$ cat src/rtl/masrs_pkg.sv
// Package for the multi-axis stepper ramp scheduler.
// Shared constants and the divider status type; no dependencies.
`default_nettype none
package masrs_pkg;

  localparam int unsigned AXES_DEF      = 5;
  localparam int unsigned STEP_BITS_DEF = 23;

  // fixed field widths
  localparam int unsigned POS_W   = 32;
  localparam int unsigned FX_W    = 32;
  localparam int unsigned CD_W    = 24;
  localparam int unsigned IV_W    = 16;
  localparam int unsigned CNT_IN_W = 24;
  localparam int unsigned SCALE_RESET = 256;

  // input action codes
  localparam logic ACT_TICK = 1'b0;
  localparam logic ACT_LOAD = 1'b1;

  // divider status
  typedef struct packed {
    logic busy;
    logic done;
  } div_stat_t;

endpackage
`default_nettype wire

$ cat src/rtl/masrs_div.sv
// Restoring radix-2 divider, one quotient bit per cycle.
// Depends on masrs_pkg for the status type.
`default_nettype none
module masrs_div #(
  parameter int unsigned DDW = 57,
  parameter int unsigned DSW = 25
) (
  input  wire logic                clk_i,
  input  wire logic                rst_ni,
  input  wire logic                start_i,
  input  wire logic [DDW-1:0]      dividend_i,
  input  wire logic [DSW-1:0]      divisor_i,
  output masrs_pkg::div_stat_t     stat_o,
  output logic      [DDW-1:0]      quotient_o
);
  import masrs_pkg::*;

  localparam int unsigned CW = $clog2(DDW + 1);

  logic [DSW:0]   rem_q, rem_d;
  logic [DDW-1:0] quo_q, quo_d;
  logic [DSW-1:0] dvs_q, dvs_d;
  logic [CW-1:0]  cnt_q, cnt_d;
  logic           busy_q, busy_d;
  logic           done_q, done_d;
  logic [DSW:0]   rem_sh;

  // one shift-subtract step per cycle
  always_comb begin
    rem_d  = rem_q;
    quo_d  = quo_q;
    dvs_d  = dvs_q;
    cnt_d  = cnt_q;
    busy_d = busy_q;
    done_d = 1'b0;
    rem_sh = {rem_q[DSW-1:0], quo_q[DDW-1]};
    if (start_i) begin
      rem_d  = '0;
      quo_d  = dividend_i;
      dvs_d  = divisor_i;
      cnt_d  = CW'(DDW);
      busy_d = 1'b1;
    end else if (busy_q) begin
      if (rem_sh >= {1'b0, dvs_q}) begin
        rem_d = rem_sh - {1'b0, dvs_q};
        quo_d = {quo_q[DDW-2:0], 1'b1};
      end else begin
        rem_d = rem_sh;
        quo_d = {quo_q[DDW-2:0], 1'b0};
      end
      cnt_d = cnt_q - CW'(1);
      if (cnt_q == CW'(1)) begin
        busy_d = 1'b0;
        done_d = 1'b1;
      end
    end
  end

  always_ff @(posedge clk_i or negedge rst_ni) begin
    if (!rst_ni) begin
      busy_q <= 1'b0;
      done_q <= 1'b0;
      cnt_q  <= '0;
    end else begin
      busy_q <= busy_d;
      done_q <= done_d;
      cnt_q  <= cnt_d;
    end
  end

  always_ff @(posedge clk_i) begin
    rem_q <= rem_d;
    quo_q <= quo_d;
    dvs_q <= dvs_d;
  end

  assign stat_o.busy = busy_q;
  assign stat_o.done = done_q;
  assign quotient_o  = quo_q;

  // done only follows a running division
  a_done_after_busy: assert property (@(posedge clk_i) disable iff (!rst_ni)
    done_q |-> $past(busy_q)) else $error("divider done without busy");
  // no restart while running
  a_no_restart: assert property (@(posedge clk_i) disable iff (!rst_ni)
    busy_q |-> !start_i) else $error("divider restarted while busy");
  // remainder stays below divisor
  a_rem_range: assert property (@(posedge clk_i) disable iff (!rst_ni)
    busy_q |-> rem_q < {1'b0, dvs_q}) else $error("divider remainder out of range");

endmodule
`default_nettype wire

$ cat config.mk
export PLATFORM = sky130hd
export DESIGN_NAME = masrs_div
export DESIGN_NICKNAME = d
export VERILOG_FILES = /design/src/rtl/masrs_pkg.sv /design/src/rtl/masrs_div.sv
export SDC_FILE = /design/constraint.sdc
export NUM_CORES = 1
export LEC_CHECK = 0
export BUFFER_PORTS_ARGS = -buffer_cell sky130_fd_sc_hd__buf_2
export CAP_MARGIN = 20
export CORE_ASPECT_RATIO = 1.1
export CORE_MARGIN = 4
export CORE_UTILIZATION = 35
export CTS_CLUSTER_SIZE = 16
export DETAILED_ROUTE_END_ITERATION = 12
export PLACE_DENSITY = 0.67
export SYNTH_ARGS = -nofsm -noshare
export SYNTH_HDL_FRONTEND = slang
export SYNTH_SLANG_ARGS = --single-unit
$ cat constraint.sdc
create_clock -name clk_i -period 4.5 [get_ports clk_i]
set_clock_uncertainty 0.05 [all_clocks]
set_input_delay 0.45 -clock clk_i [delete_from_list [all_inputs] [get_ports clk_i]]
set_output_delay 0.45 -clock clk_i [all_outputs]
set_load 0.01 [all_outputs]
==> key figures, run 1 <==
Timing
  – Slew @ Worst Pin: a little under 1 ns
  – RSZ-0062 raised after global routing: false
  – Fin. Hold Viols: 0
  – Crit share post-route: 0.788
  – Rel. slew slack: 0.360
  – Fin. max-slew vios: 0
  – Fmax: about 280 MHz
  – Endpoints failing setup: 0
  – Setup TNS Final: 0 ns
  – Final min period: between 3 and 4 ns

Detailed routing
  – Wirelength, routed: about 14000 um
  – Via count: ~4400
  – DRC violations left: 0
  – First-pass detailed-route iteration total: 5
  – Wirelength per Cell: about 16 um
  – Initial drt markers: 255
  – Vias per std cell: between 4 and 5
  – Final ANT Viol Nets: 0

Setup path
  – Reg-to-reg setup timing slack: 0.95 ns
  – CP Data Arrival Time: roughly 3.8 ns
  – Worst R2R Path Depth: 13
  – Worst endpoint required time: 4.77 ns
  – Crit-path max FO: 28
  – Crit Path Category: register to register
  – Reg2reg end: rem_q[13]$_SDFFE_PP0P_
  – Worst Setup Start Kind: register
  – CP endpoint kind: register
  – Reg2reg start: quotient_o[56]$_DFFE_PP_
  – Worst setup path start: quotient_o[56]$_DFFE_PP_

CTS
  – Root Driver: clkbuf_16
  – Skew-Pair Late Insertion Delay: about 0.42 ns
  – CTS Buffer Depth: 2
  – H-tree levels: 4
  – Clk sinks: around 120
  – CTS Buf Count: 17
  – CTS tree: built
  – Post-CTS Setup Bufs: 0
  – CTS clock-pin slew for the worst setup and hold paths: around 0.060 ns

Floorplanning
  – IO Count: approximately 140
  – Initial Utilization: 0.355
  – Die W: 133 um
  – Cell Rows: 50
  – Die ar.: 19400 um^2
  – Chip height: 146 um
  – Area of the core: 17000 um^2

Final layout
  – Fill count: 1653
  – Nets: ~770
  – Layout cells sized above 1: 0.371
  – Register area: 3160 um^2
  – Multi-input gate area: roughly 2600 um^2
  – Area grow syn2layout: 24.5%
  – Final Instance Area: between 7000 and 8000 um^2

Synthesis
  – Synth Cell Area: 6050 um^2
  – Cells after synthesis: slightly above 500
  – Most used DFF post-synth: edfxtp_1
  – #FFs+latches synth: between 100 and 150
  – Fraction of registers with async set/reset: 0.0696
  – Synth top area share: 0.407
  – Warnings from Yosys: 0
  – Sequential fraction of the synthesis area: 0.523
  – Mapped Nets: 630
  – Cell taking the most area after synthesis: edfxtp_1
  – Syn avg cell area: 11.7 um^2
  – Post-synth EDFFs: between 80 and 90
  – Post-synth cell types: 55
  – Ranking of synthesized cells by area: edfxtp_1, mux2_2, dfxtp_1

Run
  – Maxcap violations: 0

Pwr
  – Overall power: 3.95 mW
  – Leak: 3.30 nW
  – PwrDens: 525 nW/um^2
  – Maximum vdd ir drop: approximately 320 uV

GRT
  – GRT met1 Usage: 0.174
  – Vias in the first global route: ~4500
  – GR Util met3: 0.0702
  – Largest net degree at the start of global routing: 81
  – First-pass GRT wire length: 23000 um
  – Gr usage total: 0.149
  – GR Util met2: 0.237
  – Initial antenna violation count: 1
  – Gr busiest metal: met2
  – Grt total ovfl: 0

Place
  – Final HPWL DP: about 10000 um
  – Port buffer count: between 100 and 150
  – Placer Congestion: roughly 0.81
  – Cell Area, Placed: about 7000 um^2

Status
  – Status: finished, final reports clean

Hold path
  – Worst hold start: divisor_i[19]
  – Hold EP: dvs_q[19]$_DFFE_PP_
  – HP Class: input port to register
  – Hold Path Stages: 1
-- cells in the final DEF (no fill, tap or decap), drive strengths merged, types with 18 or more instances in the layout --
| cell type | count |
|---|---|
| ha | 27 |
| inv | 41 |
| a21oi | 33 |
| buf | 149 |
| dfxtp | 25 |
| a211oi | 24 |
| nor2 | 51 |
| edfxtp | 82 |
| nand2 | 18 |
| mux2 | 57 |
-- synthesized netlist by cell type, drive strengths merged (2+ instances only) --
| master | n |
|---|---|
| nor2b | 5 |
| o21ai | 8 |
| a21o | 14 |
| mux2 | 57 |
| xnor2 | 12 |
| a311oi | 2 |
| dfxtp | 25 |
| nand2 | 18 |
| nand4b | 2 |
| nor2 | 51 |
| o211ai | 6 |
| dfrtp | 8 |
| and3 | 3 |
| nor3 | 5 |
| a31oi | 4 |
| edfxtp | 82 |
| o21a | 2 |
| clkbuf | 19 |
| a21oi | 33 |
| nor4b | 3 |
| nand4 | 5 |
| a2111o | 2 |
| o21bai | 2 |
| nand2b | 11 |
| buf | 9 |
| nor3b | 2 |
| a211oi | 24 |
| mux2i | 10 |
| ha | 27 |
| inv | 33 |
| nand3 | 6 |
| a221oi | 2 |
| xor2 | 10 |
-- through the flow --
step,util,setup WS (ns),cells,hold WS (ns)
floorplan,-,1.56,517,0.104
global placement,0.409,1.09,872,0.258
detailed placement,0.409,0.959,872,0.257
CTS,0.442,0.944,905,0.133
global route,0.442,0.661,905,0.133
finish,0.442,0.955,906,0.159
-- repair_timing --
action | 4_1_cts | 5_1_grt
endpoints found under the hold margin | 8 | 0
hold buffers | 1 | 0
endpoints found under the setup margin | 0 | 0
resized for setup | 0 | 0
-- state kept, by name, summed over array words and instances, names as in the netlist --
name        cells
busy_q          1
quotient_o     57
dvs_q          25
cnt_q           6
done_q          1
rem_q          25
-- report_power, final --
group / total [mW] / internal, mW / switching, mW
Combinational: 1.24 / 0.568 / 0.677
Clock: 1.27 / 0.718 / 0.548
Sequential: 1.44 / 1.32 / 0.121
-- cell type report --
type	instances	share of cell area
Clock inverter	15	0.0163
Antenna cell	1	0.000332
Multi-Input combinational cell	341	0.349
Clock buffer	17	0.0565
Tap cell	234	0.0389
Timing Repair Buffer	150	0.103
Inverter	33	0.0165
Sequential cell	115	0.420
-- cell families (layout without fill, tap and decap cells) --
kind of cell,after synthesis,count (layout),share of synthesized area
flops,115,115,0.523
simple gates,115,115,0.0942
compound gates,109,109,0.126
mux,67,67,0.123
buf+inv,61,215,0.0430
fa+ha+maj,28,28,0.0592
xor+xnor,22,22,0.0319
other cells,0,1,0
-- worst max-delay path: stages, from the launching register on --
cell      delay, ns
edfxtp_1       0.41
inv_1          0.08
ha_1           0.16
inv_1          0.06
fa_1           0.39
a21o_1         0.22
a221oi_2       0.44
o31ai_4        0.12
a21oi_2        0.20
o31a_2         0.58
buf_4          0.29
a2111o_1       0.12
o211ai_1       0.08
a211oi_1       0.24
-- layer usage --
| layer | vias to the layer above | wire (um) |
|---|---|---|
| met5 | - | 13 |
| met1 | 2046 | 6150 |
| met4 | 2 | 307 |
| met3 | 19 | 1310 |
| li1 | 2190 | - |
| met2 | 149 | 6400 |
-- worst max path at each step --
stage	to	slack (ns)
2_1_floorplan	rem_q[2]$_SDFFE_PP0P_	1.56
3_3_place_gp	rem_q[13]$_SDFFE_PP0P_	1.09
3_5_place_dp	rem_q[13]$_SDFFE_PP0P_	0.96
4_1_cts	rem_q[13]$_SDFFE_PP0P_	0.94
5_1_grt	rem_q[13]$_SDFFE_PP0P_	0.66
6_report	rem_q[13]$_SDFFE_PP0P_	0.95
Note: power is estimated with default switching activity, not from simulation.
==> inputs of run 2 (changes only) <==
PLACE_DENSITY = 0.69   (was 0.67)
clock period = 3.2 ns   (was 4.5 ns; I/O delays follow)
==> run 2 against run 1 <==
Against the previous run: count of clock-buffer cells in the layout is the same; fmax rose by 19%; largest cell class unchanged; sequential share of layout area decreased by 0.95 points; sequential cell count unchanged; core utilization grew 1.0 points; first-iteration DRC count down 31%; register-to-register slack worse by 0.74 ns.
==> key figures, run 2 (synthesis gave the netlist of run 1 again) <==
Status
  – Status: finished, final reports clean

Timing
  – Endpoints failing setup: 0 (unchanged)
  – Fmax: 335 MHz (+19%)
  – Fin. Hold Viols: 0 (unchanged)
  – Fin. max-slew vios: 0 (unchanged)
  – Slew @ Worst Pin: 0.593 ns (-0.367 ns)
  – Rel. slew slack: 0.600 (+0.241)
  – Crit share post-route: 0.934 (+0.146)
  – Final min period: 2.99 ns (-0.557 ns)
  – Min Hold Slack: 0.0242 ns (-0.135 ns)
  – RSZ-0062 raised after global routing: true

Pwr
  – PwrDens: 761 nW/um^2 (+45%)
  – Maximum vdd ir drop: 385 uV (+22%)
  – Leak: 3.42 nW (+3.5%)
  – Overall power: 5.86 mW (+48%)

Final layout
  – Highest-count cells in the layout ignoring fill and taps: buf_2, edfxtp_1, mux2_2, nor2_1
  – Max FFs per register: 57 (unchanged)
  – Most common cell after layout, fill and taps aside: buf_2
  – Layout cells sized above 1: 0.375 (+0.00373)
  – Area grow syn2layout: 27.4%
  – Nets: 784 (+1.7%)
  – Fill count: 1631 (-1.3%)

CTS
  – Clk sinks: 115 (unchanged)
  – CTS clock-pin slew for the worst setup and hold paths: 0.05 ns (about the same)
  – CTS tree: built
  – CTS Buf Count: 17 (unchanged)
  – H-tree levels: 4 (unchanged)
  – Skew-Pair Late Insertion Delay: 0.42 ns (about the same)
  – CTS Buffer Depth: 2 (unchanged)
  – Root Driver: clkbuf_16

Detailed routing
  – Wirelength per Cell: 15.8 um (+0.84%)
  – Wirelength, routed: 14500 um (+2.2%)
  – Via count: 4466 (+1.4%)
  – Initial drt markers: 177 (-31%)
  – Vias per std cell: 4.86 (about the same)
  – First-pass detailed-route iteration total: 5 (unchanged)
  – DRC violations left: 0 (unchanged)
  – Final ANT Viol Nets: 0 (unchanged)

Setup path
  – CP Cell Sequence: inv_1, ha_1, inv_1, fa_1, a21o_1, a221oi_2, buf_4, o31ai_4, a21oi_2, o31a_4, buf_4, buf_4, or3b_1, o32ai_1
  – Max incr delay on CP: 0.37 ns (-0.21 ns)
  – Worst path slowest cell: o31a_4
  – Crit-path max FO: 13 (-54%)
  – Most frequent CP cell: buf_4
  – Worst endpoint required time: 3.47 ns (-1.30 ns)
  – Crit Path Category: register to register
  – CP endpoint kind: register
  – CP Data Arrival Time: 3.26 ns (-0.55 ns)
  – CP delay by family, top: compound AO/OA/AOI/OAI gates
  – Buffer and inverter count on the worst path: 5 (+2)
  – Reg-to-reg setup timing slack: 0.21 ns (-0.74 ns)
  – Worst Setup Start Kind: register

Place
  – Final HPWL DP: 10300 um (+3.2%)
  – Placer Congestion: 0.822 (+1.2%)
  – Port buffer count: 143 (unchanged)

Floorplanning
  – Area of the core: 17000 um^2 (unchanged)
  – Chip height: 146 um (unchanged)
  – Die W: 133 um (unchanged)
  – Cell Rows: 50 (unchanged)
  – Initial Utilization: 0.355 (unchanged)
  – IO Count: 144 (unchanged)
  – Die ar.: 19400 um^2 (unchanged)

GRT
  – Gr usage total: 0.152 (+0.00307)
  – Grt total ovfl: 0 (unchanged)
  – Largest net degree at the start of global routing: 58 (-28%)
  – Vias in the first global route: 4653 (+2.8%)
  – First-pass GRT wire length: 23500 um (+2.2%)
  – Initial antenna violation count: 3 (+2)

Run
  – Maxcap violations: 0 (unchanged)

Hold path
  – HP Class: input port to register
run 2: per-stage QoR:
stage	worst slack, ns	cell area, um^2	utilization	setup TNS (ns)	instances
4_1_cts	0.0571	7640	0.449	0	912
6_report	0.211	7700	0.453	0	918
3_3_place_gp	0.160	7040	0.414	0	880
2_1_floorplan	0.262	6050	-	0	517
3_5_place_dp	0.110	7040	0.414	0	880
5_1_grt	-0.00113	7700	0.452	-0.00113	917
run 2: per-layer routing:
layer | share of wire | global-route usage
met5 | 0.0026 | 0
met1 | 0.43 | 0.179
met2 | 0.46 | 0.245
met4 | 0.014 | 0.0478
met3 | 0.089 | 0.0747
run 2: power breakdown:
group | internal (mW) | total [mW] | leakage [nW] | switching [mW]
Sequential | 1.85 | 2.03 | 1.14 | 0.171
Clock | 1.28 | 1.95 | 0.288 | 0.672
Combinational | 0.897 | 1.89 | 1.99 | 0.988
run 2: area by class of cell:
type	count	area (um^2)	share of cell area
multi-input cells	341	2640	0.342
diodes	1	2.50	0.000325
flip-flops and latches	115	3160	0.411
repair buffers	163	887	0.115
clock buffers	17	425	0.0552
well taps	234	293	0.0380
inverters	33	124	0.0161
clock inverters	14	169	0.0219
run 2: path summary, 6_finish.rpt:
check | from | end | cells past startpoint
max | quotient_o[56]$_DFFE_PP_ | rem_q[21]$_SDFFE_PP0P_ | 14
min | divisor_i[7] | dvs_q[7]$_DFFE_PP_ | 1
max reg2reg | quotient_o[56]$_DFFE_PP_ | rem_q[21]$_SDFFE_PP0P_ | 14
min reg2reg | rem_q[20]$_SDFFE_PP0P_ | rem_q[20]$_SDFFE_PP0P_ | 2
max in group asynchronous | rst_ni | cnt_q[5]$_DFFE_PN0P_ | 2
min in group asynchronous | rst_ni | done_q$_DFF_PN0_ | 2
run 2: worst register-to-register path, delay by kind of cell (launching register included):
kind / cells / cell delay [ns]
AO/OA/AOI/OAI: 6 / 1.14
buffers and inverters: 5 / 0.59
adder cells (fa/ha/maj): 2 / 0.41
flip-flops: 1 / 0.36
AND/OR/NAND/NOR: 1 / 0.35
run 2: repair_timing:
action | CTS | global route
hold endpoints to repair | 8 | 0
hold buffers | 1 | 0
resized for setup | 0 | 3
buffers inserted | 0 | 5
endpoints found under the setup margin | 0 | 22
